[config.mk]
export PLATFORM = sky130hd
export DESIGN_NAME = midi_note_echo_scheduler_top
export DESIGN_NICKNAME = d
export VERILOG_FILES = /design/src/hdl/mnes_pkg.sv /design/src/hdl/mnes_ram.sv /design/src/hdl/mnes_front.sv /design/src/hdl/mnes_queue.sv /design/src/hdl/mnes_back.sv /design/src/hdl/midi_note_echo_scheduler_top.sv
export SDC_FILE = /design/constraint.sdc
export NUM_CORES = 2
export LEC_CHECK = 0
export ABC_CLOCK_PERIOD_IN_PS = 11100
export CAP_MARGIN = 15
export CORE_UTILIZATION = 50
export DETAILED_ROUTE_END_ITERATION = 12
export DONT_BUFFER_PORTS = 1
export MAX_ROUTING_LAYER = met4
export PLACE_DENSITY = 0.61
export SETUP_SLACK_MARGIN = 0.2
export SLEW_MARGIN = 20
export SYNTH_ARGS = -nofsm -noshare
export SYNTH_HDL_FRONTEND = slang
export SYNTH_SLANG_ARGS = --single-unit
[constraint.sdc]
create_clock -name clk -period 11.1 [get_ports clk]
set_input_delay 1.665 -clock clk [delete_from_list [all_inputs] [get_ports clk]]
set_output_delay 1.665 -clock clk [all_outputs]
set_load 0.01 [all_outputs]
[src/hdl/mnes_pkg.sv]
// Shared types and constants for the MIDI note echo scheduler.
package mnes_pkg;

	// Command codes on the input channel.
	localparam logic CMD_EVENT = 1'b0;
	localparam logic CMD_TICK  = 1'b1;

	// Configuration register indexes.
	localparam int CFG_INDEX_W = 2;
	localparam int CFG_DATA_W  = 11;
	localparam logic [CFG_INDEX_W-1:0] CFG_ECHO_DELAY      = 2'd0;
	localparam logic [CFG_INDEX_W-1:0] CFG_PITCH_OFFSET    = 2'd1;
	localparam logic [CFG_INDEX_W-1:0] CFG_VELOCITY_OFFSET = 2'd2;
	localparam logic [CFG_INDEX_W-1:0] CFG_CHANNEL_SELECT  = 2'd3;

	// Register reset values.
	localparam logic [10:0] ECHO_DELAY_RESET = 11'd1000;

	// Length given to a key-on event.
	localparam logic [15:0] KEYON_LENGTH = 16'd100;

	// Echoes emitted per tick at most.
	localparam int MAX_RESULTS = 32;
	localparam int CNT_W       = $clog2(MAX_RESULTS + 1);

	// Classified item passed from the front end to the sequencer.
	typedef struct packed {
		logic        is_tick;
		logic [3:0]  channel;
		logic [6:0]  pitch;
		logic [6:0]  velocity;
		logic [15:0] length;
		logic [10:0] delay;
		logic [8:0]  pitch_off;
		logic [8:0]  vel_off;
	} item_t;

	// One pending echo entry as stored in the slot memory.
	typedef struct packed {
		logic [31:0] due;
		logic [3:0]  channel;
		logic [6:0]  pitch;
		logic [6:0]  velocity;
		logic [15:0] length;
	} slot_t;

	localparam int SLOT_W = $bits(slot_t);

	// One emitted echo.
	typedef struct packed {
		logic [3:0]  channel;
		logic [6:0]  pitch;
		logic [6:0]  velocity;
		logic [15:0] length;
		logic        last;
	} result_t;

endpackage

[src/hdl/mnes_ram.sv]
// Generic single-port-write, single-port-read RAM with registered read data.
module mnes_ram #(
	parameter int WIDTH = 8,
	parameter int DEPTH = 32
) (
	input  logic                                   clk,
	input  logic                                   we,
	input  logic [(DEPTH > 1 ? $clog2(DEPTH) : 1)-1:0] waddr,
	input  logic [WIDTH-1:0]                       wdata,
	input  logic                                   re,
	input  logic [(DEPTH > 1 ? $clog2(DEPTH) : 1)-1:0] raddr,
	output logic [WIDTH-1:0]                       rdata
);

	logic [WIDTH-1:0] mem_q [DEPTH];
	logic [WIDTH-1:0] rdata_q;

	// Write port.
	always_ff @(posedge clk) begin
		if (we) begin
			mem_q[waddr] <= wdata;
		end
	end

	// Registered read port; the data holds while no read is issued.
	always_ff @(posedge clk) begin
		if (re) begin
			rdata_q <= mem_q[raddr];
		end
	end

	assign rdata = rdata_q;

endmodule

[src/hdl/mnes_front.sv]
// Front end: configuration registers, input transfer and event classification.
module mnes_front (
	input  logic                                clk,
	input  logic                                arst_n,
	input  logic                                cfg_we,
	input  logic [mnes_pkg::CFG_INDEX_W-1:0]    cfg_index,
	input  logic [mnes_pkg::CFG_DATA_W-1:0]     cfg_data,
	input  logic                                item_valid,
	output logic                                item_ready,
	input  logic                                cmd,
	input  logic                                is_note,
	input  logic [3:0]                          midi_channel,
	input  logic [6:0]                          note_pitch,
	input  logic [6:0]                          note_velocity,
	input  logic [15:0]                         note_length,
	input  logic                                q_can_push,
	output logic                                q_push,
	output mnes_pkg::item_t                     q_push_data
);

	logic [10:0] echo_delay_q;
	logic [8:0]  pitch_offset_q;
	logic [8:0]  velocity_offset_q;
	logic [4:0]  channel_select_q;
	logic        chan_miss;
	logic        keyon_silent;
	logic        keep;

	// Configuration registers.
	always_ff @(posedge clk or negedge arst_n) begin
		if (!arst_n) begin
			echo_delay_q      <= mnes_pkg::ECHO_DELAY_RESET;
			pitch_offset_q    <= '0;
			velocity_offset_q <= '0;
			channel_select_q  <= '0;
		end else if (cfg_we) begin
			unique case (cfg_index)
				mnes_pkg::CFG_ECHO_DELAY:      echo_delay_q      <= cfg_data;
				mnes_pkg::CFG_PITCH_OFFSET:    pitch_offset_q    <= cfg_data[8:0];
				mnes_pkg::CFG_VELOCITY_OFFSET: velocity_offset_q <= cfg_data[8:0];
				mnes_pkg::CFG_CHANNEL_SELECT:  channel_select_q  <= cfg_data[4:0];
				default: ;
			endcase
		end
	end

	// Filtering: a channel mismatch or a silent key-on drops an event.
	assign chan_miss    = (channel_select_q != 5'd0) &&
	                      (channel_select_q != ({1'b0, midi_channel} + 5'd1));
	assign keyon_silent = !is_note && (note_velocity == 7'd0);
	assign keep         = (cmd == mnes_pkg::CMD_TICK) || !(chan_miss || keyon_silent);

	assign item_ready = q_can_push;
	assign q_push     = item_valid && q_can_push && keep;

	// The item carries the settings in force when it was taken in.
	always_comb begin
		q_push_data.is_tick   = (cmd == mnes_pkg::CMD_TICK);
		q_push_data.channel   = midi_channel;
		q_push_data.pitch     = note_pitch;
		q_push_data.velocity  = note_velocity;
		q_push_data.length    = is_note ? note_length : mnes_pkg::KEYON_LENGTH;
		q_push_data.delay     = (echo_delay_q == 11'd0) ? 11'd1 : echo_delay_q;
		q_push_data.pitch_off = pitch_offset_q;
		q_push_data.vel_off   = velocity_offset_q;
	end

endmodule

[src/hdl/mnes_queue.sv]
// Two-entry queue between the front end and the sequencer.
module mnes_queue (
	input  logic            clk,
	input  logic            arst_n,
	input  logic            push,
	input  mnes_pkg::item_t push_data,
	output logic            can_push,
	input  logic            pop,
	output logic            pop_valid,
	output mnes_pkg::item_t pop_data
);

	mnes_pkg::item_t entry_q [2];
	logic            wr_ptr_q;
	logic            rd_ptr_q;
	logic [1:0]      count_q;

	assign can_push  = (count_q != 2'd2);
	assign pop_valid = (count_q != 2'd0);
	assign pop_data  = entry_q[rd_ptr_q];

	// Pointers and fill level.
	always_ff @(posedge clk or negedge arst_n) begin
		if (!arst_n) begin
			wr_ptr_q <= 1'b0;
			rd_ptr_q <= 1'b0;
			count_q  <= 2'd0;
		end else begin
			if (push) begin
				wr_ptr_q <= ~wr_ptr_q;
			end
			if (pop) begin
				rd_ptr_q <= ~rd_ptr_q;
			end
			if (push && !pop) begin
				count_q <= count_q + 2'd1;
			end else if (pop && !push) begin
				count_q <= count_q - 2'd1;
			end
		end
	end

	// Entry storage.
	always_ff @(posedge clk) begin
		if (push) begin
			entry_q[wr_ptr_q] <= push_data;
		end
	end

endmodule

[src/hdl/mnes_back.sv]
// Sequencer: slot insertion, tick scan, echo update and output registers.
module mnes_back #(
	parameter int SLOTS = 32
) (
	input  logic            clk,
	input  logic            arst_n,
	input  logic            pop_valid,
	input  mnes_pkg::item_t pop_data,
	output logic            pop,
	output logic            result_valid,
	input  logic            result_ready,
	output mnes_pkg::result_t result
);

	localparam int IW = (SLOTS > 1) ? $clog2(SLOTS) : 1;
	localparam logic [IW-1:0] LAST_IDX = IW'(SLOTS - 1);

	typedef enum logic [4:0] {
		ST_IDLE   = 5'b00001,
		ST_INSERT = 5'b00010,
		ST_READ   = 5'b00100,
		ST_EVAL   = 5'b01000,
		ST_FLUSH  = 5'b10000
	} state_t;

	state_t                        state_q;
	logic [SLOTS-1:0]              valid_q;
	logic [IW-1:0]                 idx_q;
	logic [31:0]                   now_q;
	logic [mnes_pkg::CNT_W-1:0]    emit_cnt_q;
	mnes_pkg::item_t               cur_q;
	mnes_pkg::result_t             hold_q;
	logic                          hold_valid_q;
	mnes_pkg::result_t             out_q;
	logic                          out_valid_q;

	logic                          ram_we;
	logic                          ram_re;
	logic [mnes_pkg::SLOT_W-1:0]   ram_wdata;
	logic [mnes_pkg::SLOT_W-1:0]   ram_rdata;
	mnes_pkg::slot_t               rd_slot;
	mnes_pkg::slot_t               wr_slot;
	mnes_pkg::result_t             out_next;
	logic [31:0]                   due_diff;
	logic                          is_due;
	logic signed [9:0]             p_sum;
	logic signed [9:0]             v_sum;
	logic                          in_range;
	logic                          out_free;
	logic                          can_emit;
	logic                          emit;
	logic                          at_last;
	logic                          limit_hit;
	logic                          load_out;
	logic                          flush_go;

	mnes_ram #(
		.WIDTH (mnes_pkg::SLOT_W),
		.DEPTH (SLOTS)
	) u_slot_ram (
		.clk   (clk),
		.we    (ram_we),
		.waddr (idx_q),
		.wdata (ram_wdata),
		.re    (ram_re),
		.raddr (idx_q),
		.rdata (ram_rdata)
	);

	assign rd_slot = mnes_pkg::slot_t'(ram_rdata);

	// Due test and offset arithmetic on the slot just read.
	assign due_diff = now_q - rd_slot.due;
	assign is_due   = !due_diff[31];
	assign p_sum    = $signed({3'b000, rd_slot.pitch}) +
	                  $signed({cur_q.pitch_off[8], cur_q.pitch_off});
	assign v_sum    = $signed({3'b000, rd_slot.velocity}) +
	                  $signed({cur_q.vel_off[8], cur_q.vel_off});
	assign in_range = (p_sum[9:7] == 3'b000) && (v_sum[9:7] == 3'b000) &&
	                  (v_sum[6:0] != 7'd0);

	// Output handshake: an echo can be taken when the hold stage has room.
	assign out_free  = !out_valid_q || result_ready;
	assign can_emit  = !hold_valid_q || out_free;
	assign emit      = (state_q == ST_EVAL) && is_due && in_range && can_emit;
	assign at_last   = (idx_q == LAST_IDX);
	assign limit_hit = (emit_cnt_q == mnes_pkg::CNT_W'(mnes_pkg::MAX_RESULTS));
	assign flush_go  = (state_q == ST_FLUSH) && (!hold_valid_q || out_free);
	assign load_out  = (emit && hold_valid_q) ||
	                   ((state_q == ST_FLUSH) && hold_valid_q && out_free);
	assign pop       = (state_q == ST_IDLE) && pop_valid;

	// Slot memory access for insertion and echo update.
	always_comb begin
		ram_we  = 1'b0;
		ram_re  = 1'b0;
		wr_slot = rd_slot;
		unique case (state_q)
			ST_INSERT: begin
				ram_we           = !valid_q[idx_q];
				wr_slot.due      = now_q + 32'(cur_q.delay);
				wr_slot.channel  = cur_q.channel;
				wr_slot.pitch    = cur_q.pitch;
				wr_slot.velocity = cur_q.velocity;
				wr_slot.length   = cur_q.length;
			end
			ST_READ: begin
				ram_re = !limit_hit && valid_q[idx_q];
			end
			ST_EVAL: begin
				ram_we           = emit;
				wr_slot.due      = rd_slot.due + 32'(cur_q.delay);
				wr_slot.pitch    = p_sum[6:0];
				wr_slot.velocity = v_sum[6:0];
			end
			ST_IDLE, ST_FLUSH: ;
			default: ;
		endcase
		ram_wdata = wr_slot;
	end

	// The echo moving to the output is final only when it leaves during the flush.
	always_comb begin
		out_next      = hold_q;
		out_next.last = (state_q == ST_FLUSH);
	end

	// Control state.
	always_ff @(posedge clk or negedge arst_n) begin
		if (!arst_n) begin
			state_q      <= ST_IDLE;
			valid_q      <= '0;
			idx_q        <= '0;
			now_q        <= '0;
			emit_cnt_q   <= '0;
			hold_valid_q <= 1'b0;
			out_valid_q  <= 1'b0;
		end else begin
			// Output register: loaded from the hold stage, else drained.
			if (load_out) begin
				out_valid_q <= 1'b1;
			end else if (result_ready) begin
				out_valid_q <= 1'b0;
			end

			unique case (state_q)
				ST_IDLE: begin
					if (pop_valid) begin
						idx_q      <= '0;
						emit_cnt_q <= '0;
						if (pop_data.is_tick) begin
							now_q   <= now_q + 32'd1;
							state_q <= ST_READ;
						end else begin
							state_q <= ST_INSERT;
						end
					end
				end
				// Search for the lowest free slot, one slot a cycle.
				ST_INSERT: begin
					if (!valid_q[idx_q]) begin
						valid_q[idx_q] <= 1'b1;
						state_q        <= ST_IDLE;
					end else if (at_last) begin
						state_q <= ST_IDLE;
					end else begin
						idx_q <= idx_q + IW'(1);
					end
				end
				// Skip free slots; read occupied ones.
				ST_READ: begin
					if (limit_hit) begin
						state_q <= ST_FLUSH;
					end else if (valid_q[idx_q]) begin
						state_q <= ST_EVAL;
					end else if (at_last) begin
						state_q <= ST_FLUSH;
					end else begin
						idx_q <= idx_q + IW'(1);
					end
				end
				// Emit, retire or pass over the slot just read.
				ST_EVAL: begin
					if (!is_due || !in_range || can_emit) begin
						if (is_due && !in_range) begin
							valid_q[idx_q] <= 1'b0;
						end
						if (emit) begin
							hold_valid_q <= 1'b1;
							emit_cnt_q   <= emit_cnt_q + mnes_pkg::CNT_W'(1);
						end
						if (at_last) begin
							state_q <= ST_FLUSH;
						end else begin
							idx_q   <= idx_q + IW'(1);
							state_q <= ST_READ;
						end
					end
				end
				// Release the final echo of this tick with its last flag.
				ST_FLUSH: begin
					if (flush_go) begin
						hold_valid_q <= 1'b0;
						state_q      <= ST_IDLE;
					end
				end
				default: begin
					state_q <= ST_IDLE;
				end
			endcase
		end
	end

	// Payload registers.
	always_ff @(posedge clk) begin
		if (pop) begin
			cur_q <= pop_data;
		end
		if (emit) begin
			hold_q.channel  <= rd_slot.channel;
			hold_q.pitch    <= p_sum[6:0];
			hold_q.velocity <= v_sum[6:0];
			hold_q.length   <= rd_slot.length;
			hold_q.last     <= 1'b0;
		end
		if (load_out) begin
			out_q <= out_next;
		end
	end

	assign result_valid = out_valid_q;
	assign result       = out_q;

endmodule

[src/hdl/midi_note_echo_scheduler_top.sv]
// Top level of the MIDI note echo scheduler.
// An event is taken in and queued; inserting it searches the slot table at one slot
// a cycle in the sequencer.
// A tick passes over free slots and gives each occupied slot a registered slot memory read,
// then an update; each echo moves to the output when the next echo is emitted or at the scan end.
// Reset is asynchronous and active low: registers return to their reset values, all slots
// become free, time is zero and the queue and output are empty.
module midi_note_echo_scheduler_top #(
	parameter int PENDING_SLOTS = 32
) (
	input  logic                             clk,
	input  logic                             arst_n,
	input  logic                             cfg_we,
	input  logic [mnes_pkg::CFG_INDEX_W-1:0] cfg_index,
	input  logic [mnes_pkg::CFG_DATA_W-1:0]  cfg_data,
	input  logic                             item_valid,
	output logic                             item_ready,
	input  logic                             cmd,
	input  logic                             is_note,
	input  logic [3:0]                       midi_channel,
	input  logic [6:0]                       note_pitch,
	input  logic [6:0]                       note_velocity,
	input  logic [15:0]                      note_length,
	output logic                             result_valid,
	input  logic                             result_ready,
	output logic [3:0]                       out_channel,
	output logic [6:0]                       out_pitch,
	output logic [6:0]                       out_velocity,
	output logic [15:0]                      out_length,
	output logic                             last
);

	logic              q_can_push;
	logic              q_push;
	mnes_pkg::item_t   q_push_data;
	logic              q_pop;
	logic              q_pop_valid;
	mnes_pkg::item_t   q_pop_data;
	mnes_pkg::result_t result;

	// Front end: configuration and classification.
	mnes_front u_front (
		.clk           (clk),
		.arst_n        (arst_n),
		.cfg_we        (cfg_we),
		.cfg_index     (cfg_index),
		.cfg_data      (cfg_data),
		.item_valid    (item_valid),
		.item_ready    (item_ready),
		.cmd           (cmd),
		.is_note       (is_note),
		.midi_channel  (midi_channel),
		.note_pitch    (note_pitch),
		.note_velocity (note_velocity),
		.note_length   (note_length),
		.q_can_push    (q_can_push),
		.q_push        (q_push),
		.q_push_data   (q_push_data)
	);

	// Queue decoupling the front end from the sequencer.
	mnes_queue u_queue (
		.clk       (clk),
		.arst_n    (arst_n),
		.push      (q_push),
		.push_data (q_push_data),
		.can_push  (q_can_push),
		.pop       (q_pop),
		.pop_valid (q_pop_valid),
		.pop_data  (q_pop_data)
	);

	// Sequencer with the slot table.
	mnes_back #(
		.SLOTS (PENDING_SLOTS)
	) u_back (
		.clk          (clk),
		.arst_n       (arst_n),
		.pop_valid    (q_pop_valid),
		.pop_data     (q_pop_data),
		.pop          (q_pop),
		.result_valid (result_valid),
		.result_ready (result_ready),
		.result       (result)
	);

	assign out_channel  = result.channel;
	assign out_pitch    = result.pitch;
	assign out_velocity = result.velocity;
	assign out_length   = result.length;
	assign last         = result.last;

endmodule

---- Word-level counts from Yosys, hierarchy flattened ----
Memories as Yosys holds them, arrays and structs flattened. A register that Yosys moved wholly into a read port is not among the register bits.
Cells that the tools add are included.
word-level totals
  bits in registers ....................... 252
  RAM bits ................................ 2240
  bits of input ports ..................... 54
  output and inout bits ................... 37
  logic and storage cells ................. 183
  memories ................................ 2
memories
  name                     words  bits a word  rd ports  clocked after Yosys merged registers in  write ports  line              RTL
  u_back.u_slot_ram.mem_q  32     66           1         1                                        1            mnes_ram.sv:15    logic [WIDTH-1:0] mem_q [DEPTH];
  u_queue.entry_q          2      64           1         0                                        1            mnes_queue.sv:13  mnes_pkg::item_t entry_q [2];
operators by class
  add/subtract/negate cells ............... 11
  magnitude comparators ................... 2
  equality and inequality tests ........... 23
  mux-type cells .......................... 50
  bitwise operators ....................... 5
  reduce and logical (&&, ||, !) cells .... 60
operator list
  cell                                           number
  case mux 32 bit (2 select lines)               2
  2-to-1 mux 32 bit                              3
  2-to-1 mux 5 bit                               15
  adder 32 x 11 -> 32 bit                        2
  adder 32 x 1 -> 32 bit, second input constant  1
  bitwise AND 32 bit                             1
  2-to-1 mux 16 bit                              2
  inverter 32 bit                                1
  OR 32 bit                                      1
  subtractor 32 bit                              1
  case mux 14 bit (2 select lines)               1
  case mux 5 bit (5 select lines)                1
  adder 8 x 9 -> 10 bit                          2
  case mux 5 bit (4 select lines)                1
  logical AND 1 bit                              19
  2-to-1 mux 6 bit                               3
  inequality test 2 bit, second input constant   7
  2-to-1 mux 1 bit                               12
  case mux 6 bit (2 select lines)                1
  AND reduction 4 bit                            3
  nonzero test 2 bit                             6
  zero test 11 bit                               1
  2-to-1 mux 11 bit                              1
  equality test 5 bit, second input constant     2
  37 further kinds                               62

---- Depth between registers and ports, before layout ----
  word-level depth ........................ 11
  mapped depth ............................ 20
  gate-level depth less buffers ........... 14

---- Hierarchy ----
A second synthesis with hierarchy kept.
second synthesis, totals
  cell total of the unflattened synthesis .. 4693
  area, all modules ....................... 100639.0 µm²
by module, submodules not included
  module      times used  cells each  area each (µm²)  sequential area each (µm²)
  mnes_ram    1           3197        82112.5          65402.7
  mnes_back   1           1140        11740.0          6017.0
  mnes_queue  1           215         5013.6           3943.8
  mnes_front  1           141         1773.0           858.3

---- Least setup slack after synthesis ----
No wires, ideal clock.
  path kind ............................... flip-flop to flip-flop
  start ................................... reg u_back.u_slot_ram.rdata_q[58] (netlist: u_back.u_slot_ram.rdata[58]) (read register of u_back.u_slot_ram.mem_q)
  end ..................................... mem u_back.u_slot_ram.mem_q[12][0] (netlist name), enable pin
  library setup time ...................... 0.585 ns
  arrival ................................. 7.370 ns
  required time ........................... 10.515 ns
  path slack .............................. 3.145 ns
  cell stages (with the launch flop) ...... 12
  buffers on the path ..................... 1
  period minus slack after synthesis ...... 7.955 ns
  cell sequence ........................... edfxtp_1 > inv_1 > ha_1 > and3_1 > a221o_1 > a21o_1 > a211o_1 > a311o_1 > a21oi_4 > a21oi_2 > buf_2 > nor3b_1
between the ends
  longest elaborated chain between the ends .. 8
ends and longest elaborated chain
  item                                    line             RTL
  from (decl)                             mnes_ram.sv:16   logic [WIDTH-1:0] rdata_q;
  subtractor 32 bit                       mnes_back.sv:73  assign due_diff = now_q - rd_slot.due;
  zero test 1 bit                         mnes_back.sv:74  assign is_due = !due_diff[31];
  logical AND 1 bit (3 in a row)          mnes_back.sv:85  assign emit = (state_q == ST_EVAL) && is_due && in_range && can_emit;
  case mux 1 bit (2 select lines)         mnes_back.sv:98  unique case (state_q)
  2-to-1 mux 1 bit                        mnes_ram.sv:20   if (we) begin
  2-to-1 mux 1 bit (not written as such)  mnes_ram.sv:21   mem_q[waddr] <= wdata;
  to (decl)                               mnes_ram.sv:15
No other way between the ends.

---- Worst setup path after layout ----
  start ................................... reg u_back.idx_q[4]
  end ..................................... mem u_back.u_slot_ram.mem_q[12][62] (netlist name), enable pin
between the ends
  longest elaborated chain between the ends .. 6
ends and longest elaborated chain
  item                                    line              RTL
  from (decl)                             mnes_back.sv:28   logic [IW-1:0] idx_q;
  from (signal assigned)                  mnes_back.sv:167  idx_q <= idx_q + IW'(1);
  from (signal assigned)                  mnes_back.sv:179  idx_q <= idx_q + IW'(1);
  from (signal assigned)                  mnes_back.sv:195  idx_q <= idx_q + IW'(1);
  binary-select mux 1 bit (select 5 bit)  mnes_back.sv:100  ram_we = !valid_q[idx_q];
  2-to-1 mux 1 bit (not written as such)  mnes_back.sv:100
  zero test 1 bit                         mnes_back.sv:100
  case mux 1 bit (2 select lines)         mnes_back.sv:98
  2-to-1 mux 1 bit                        mnes_ram.sv:20
  2-to-1 mux 1 bit (not written as such)  mnes_ram.sv:21
Parallel ways exist; a longest one is shown, timed or not. The select of a mux whose other input is x is not followed.

==> results.txt <==
----------------------------------------------------
[Timing]
  Hold_ws ... approximately 420 ps
  Minimum clock period after layout ... 6258 ps
  Final number of setup-violating endpoints ... 0
  RSZ-0062 raised after global routing ... no
  Worst path setup slack after routing ... between 4000 and 5000 ps
  Share of the clock period used by the worst path ... 56.38%
  Setup TNS after final layout ... 0 ps
  Number of hold-slack violations in the final timing report ... 0
  Maximum clock frequency ... 0.1598 GHz
  Final setup skew ... 83.13 ps
  Final max-slew violation count ... 0
  Worst Max-Slew Pin Slew ... 1134 ps
  Max-slew headroom at the worst pin ... 24.13%

[Placement]
  Port bufs ... 0
  Routability cong. ... 0.8516
  Final HPWL DP ... 155900 µm
  Pre-CTS setup slack ... 4821 ps

[GRT]
  Vias in the first global route ... 49070
  Global router's overall resource usage ... about 27%
  Wire length of the first global-routing pass ... about 370000 µm
  Initial antenna violation count ... 15
  Largest net degree at the start of global routing ... 121
  Residual overflow from global routing ... 0

[Routing]
  Wire length per cell ... ~34 µm
  Total number of vias ... between 50000 and 60000
  Antenna Nets Post-Route ... 0
  DR pass1 iterations ... 5
  Initial detailed-routing violation count ... 6688
  Vias per cell ... 6.432
  Final wirelength ... about 260000 µm
  DRC Markers ... 0

[Yosys]
  Synth cell types ... 80
  Flops & latches, synth ... 2558
  Synth top area share ... 73.68%
  Combined area of all synthesized cells ... 99360 µm²
  Syn avg cell area ... 20.66 µm²
  Most numerous cell types in the synthesized netlist ... 2438 x sky130_fd_sc_hd__edfxtp_1, 530 x sky130_fd_sc_hd__mux4_2, 269 x sky130_fd_sc_hd__a22oi_1
  Basic-gate share of the synthesized area counting and, or, nand and nor cells ... 2.816%
  Post-synth top area cell ... sky130_fd_sc_hd__edfxtp_1
  Sequential element share of the synthesized area ... 76.72%
  Mapped Cells ... 4809
  Fraction of the mapped netlist area in adder cells ... 0.8790%
  Count of flip-flops with a built-in enable after synthesis ... 2438
  Async SR Flop Fraction ... 4.691%
  Largest family of logic cells by synthesized area ... multiplexers
  Dominant synthesized flop cell ... sky130_fd_sc_hd__edfxtp_1
  Post-synthesis share of cell area spent on xor and xnor gates ... 0.4848%
  Syn. warnings ... 0
  Share of synthesized area spent on multiplexers ... 13.73%
  Mapped Nets ... 4931
  Synthesized-area fraction occupied by ao, oa, aoi and oai cells ... 4.161%
  Cell types occupying the most area after synthesis ... sky130_fd_sc_hd__edfxtp_1 74%, sky130_fd_sc_hd__mux4_2 12%, sky130_fd_sc_hd__dfrtp_1 2.8%, sky130_fd_sc_hd__a22oi_1 2.0%, sky130_fd_sc_hd__mux2_2 1.2%
  Count leader, synth ... sky130_fd_sc_hd__edfxtp_1

[Min path]
  Hold WC Path Type ... register to register
  Capture endpoint of the worst hold path ... u_back.result[32]
  Number of stages on the worst hold path ... 0
  Hold path startpoint ... u_back.hold_q[32]

[Critical path]
  Kind of start point of the critical path ... register
  Arrival time at the worst endpoint ... 6790 ps
  Cell type with the highest occurrence count on the critical path ... sky130_fd_sc_hd__buf_4
  Data required, critical path ... roughly 12000 ps
  Crit Path Class ... register to register
  Max stage delay cell, worst path ... sky130_fd_sc_hd__clkinv_1
  Ordered cell list for the critical path ... clkinv_1 -> or3_1 -> a211oi_2 -> nand2_1 -> inv_1 -> a21oi_4 -> buf_4 -> nor3b_2 -> buf_4 -> buf_4
  Largest stage delay on the critical path ... approximately 900 ps
  Worst r2r src ... u_back.idx_q[4]
  Depth of the most critical reg-to-reg path ... 10
  Terminus of the critical flop-to-flop path ... u_back.u_slot_ram.mem_q[12][62]
  Sort of element at the end of the critical path ... register
  Worst-path fanout max ... 35
  Setup slack of the worst register-to-register path ... 4840 ps

[Cells and area]
  Syn-to-layout area delta ... 12.93%
  Layout cells sized above 1 ... 24.63%
  Number of nets in the layout ... 5112
  Core occupancy in the finished layout ... a little under three fifths
  Fill count ... 14790

[Clock tree]
  Post-CTS resize count ... 0
  Number of buffers on the longest clock path ... 4
  Root Driver ... sky130_fd_sc_hd__clkbuf_16
  Clock sink total ... approximately 2600
  Post-cts hold buffer count ... 0
  Clock insertion delay at the later pin of the skew report ... 920 ps
  CTS H-tree depth ... 5
  Clock tree from TritonCTS ... built
  Number of buffers added for setup after CTS ... 0
  Clock Pin Slew Worst Setup and Hold Paths ... 70 ps
  Number of buffers added by the clock tree synthesis step ... 284

[Floorplanning]
  Starting utilization of the core area ... 50.33%
  # rows ... 163
  Floorplan die area ... ~200000 µm²
  Die width ... 447.8 µm
  Die span in y ... approximately 450 µm
  Boundary pin count ... ~90
  Core region area ... around 200000 µm²

[Job]
  Count of max-cap constraint violations ... 0

[Power and ir drop]
  Static Leakage ... 35.33 nW
  Largest voltage drop on the vdd net ... 0.0001717 V
  Pwr/cell area ... approximately 230 nW/µm²

[Outcome]
  Outcome ... complete, no violations

----------------------------------------------------
[cell type report]
class                           instances  area [µm²]  area share [%]
Inverter                               55       207.7          0.1851
Multi-Input combinational cell       1938       22490           20.04
Antenna cell                            2       5.005        0.004461
Clock inverter                        116        1156           1.030
Clock buffer                          365        7560           6.738
Timing Repair Buffer                  153        1249           1.113
Tap cell                             2640        3303           2.944
Sequential cell                      2558       76230           67.94
[layout by cell type, fill, tap and decap left out, types with 11 or more instances in the layout]
cell and n:
sky130_fd_sc_hd__edfxtp_1 2438, sky130_fd_sc_hd__mux4_2 530, sky130_fd_sc_hd__clkbuf_16 291, sky130_fd_sc_hd__a22oi_1 269, sky130_fd_sc_hd__nand2_1 166, sky130_fd_sc_hd__buf_4 145
sky130_fd_sc_hd__dfrtp_1 110, sky130_fd_sc_hd__mux2_2 103, sky130_fd_sc_hd__nor2_1 74, sky130_fd_sc_hd__nand4_1 74, sky130_fd_sc_hd__clkbuf_1 74, sky130_fd_sc_hd__ha_1 65
sky130_fd_sc_hd__a21oi_1 62, sky130_fd_sc_hd__o21ai_0 58, sky130_fd_sc_hd__inv_1 53, sky130_fd_sc_hd__clkinv_1 43, sky130_fd_sc_hd__a211oi_1 42, sky130_fd_sc_hd__clkinv_2 36
sky130_fd_sc_hd__xnor2_1 35, sky130_fd_sc_hd__nand3_1 35, sky130_fd_sc_hd__mux2_1 31, sky130_fd_sc_hd__nor3_1 28, sky130_fd_sc_hd__a21o_1 24, sky130_fd_sc_hd__nor3b_2 23
sky130_fd_sc_hd__bufinv_16 22, sky130_fd_sc_hd__mux2i_1 20, sky130_fd_sc_hd__and3_1 20, sky130_fd_sc_hd__xor2_1 20, sky130_fd_sc_hd__and2_1 18, sky130_fd_sc_hd__nand2b_1 15
sky130_fd_sc_hd__nand2_2 15, sky130_fd_sc_hd__nor3_2 12, sky130_fd_sc_hd__or3_1 11
[power breakdown]
| group | switching [mW] | internal [mW] |
|---|---|---|
| clock network | 3.67 | 5.30 |
| logic | 2.93 | 1.78 |
| registers | 0.304 | 11.6 |
| total | 6.90 | 18.7 |
[per-layer routing]
metal,part of all wire (%),track usage [%]
met5,0,-
met4,1.9,6.219
met3,9.3,5.021
met2,47,40.16
met1,42,40.28
[worst max path at each step]
| stage | start | to | slack [ps] | depth (start not counted) |
|---|---|---|---|---|
| 6_report | u_back.idx_q[4] | u_back.u_slot_ram.mem_q[12][62] | 4840 | 10 |
| 5_1_grt | u_back.idx_q[4] | u_back.u_slot_ram.mem_q[12][62] | 4520 | 10 |
| 4_1_cts | u_back.idx_q[4] | u_back.u_slot_ram.mem_q[12][62] | 4810 | 10 |
| 3_5_place_dp | u_back.idx_q[4] | u_back.u_slot_ram.mem_q[12][61] | 4820 | 10 |
| 3_3_place_gp | u_back.idx_q[0] | u_back.u_slot_ram.mem_q[12][34] | 5000 | 11 |
| 2_1_floorplan | u_back.u_slot_ram.rdata[58] | u_back.u_slot_ram.mem_q[12][0] | 3150 | 11 |
[cell families (layout without fill, tap and decap cells)]
group,Yosys count,after routing
AO/OA/AOI/OAI,579,579
XOR/XNOR,55,55
adder cells (fa/ha/maj),68,68
buffers and inverters,313,689
flip-flops,2558,2558
multiplexers,684,684
other,0,2
AND/OR/NAND/NOR,552,552
[state kept, by name, summed over array words and instances (netlist names), named ones only]
| signal | count |
|---|---|
| u_back.u_slot_ram.mem_q | 2112 |
| u_queue.entry_q | 128 |
| u_back.u_slot_ram.rdata | 66 |
| u_back.cur_q | 63 |
| u_back.result | 35 |
| u_back.hold_q | 34 |
| u_back.now_q | 32 |
| u_front.echo_delay_q | 11 |
| u_front.pitch_offset_q | 9 |
| u_front.velocity_offset_q | 9 |
| u_back.emit_cnt_q | 6 |
| u_back.idx_q | 5 |
| u_back.state_q | 5 |
| u_front.channel_select_q | 5 |
| u_queue.count_q | 2 |
| u_back.hold_valid_q | 1 |
| u_back.result_valid | 1 |
| u_queue.rd_ptr_q | 1 |
| u_queue.wr_ptr_q | 1 |
[worst max-delay path: cells and delay by family, from the launching register on]
family                 cells  cell delay [ps]
flip-flops                 1              810
AND/OR/NAND/NOR            3             1830
AO/OA/AOI/OAI              2              400
buffers and inverters      5             2730
[metrics by stage]
step	instance area, µm²	total power [mW]	instances
global route	112200	26.48	7825
global placement	103500	16.82	7344
finish	112200	25.63	7827
floorplan	99360	15.07	4809
CTS	112200	25.81	7825
detailed placement	103500	16.89	7344
(Power assumes the default switching activity.)
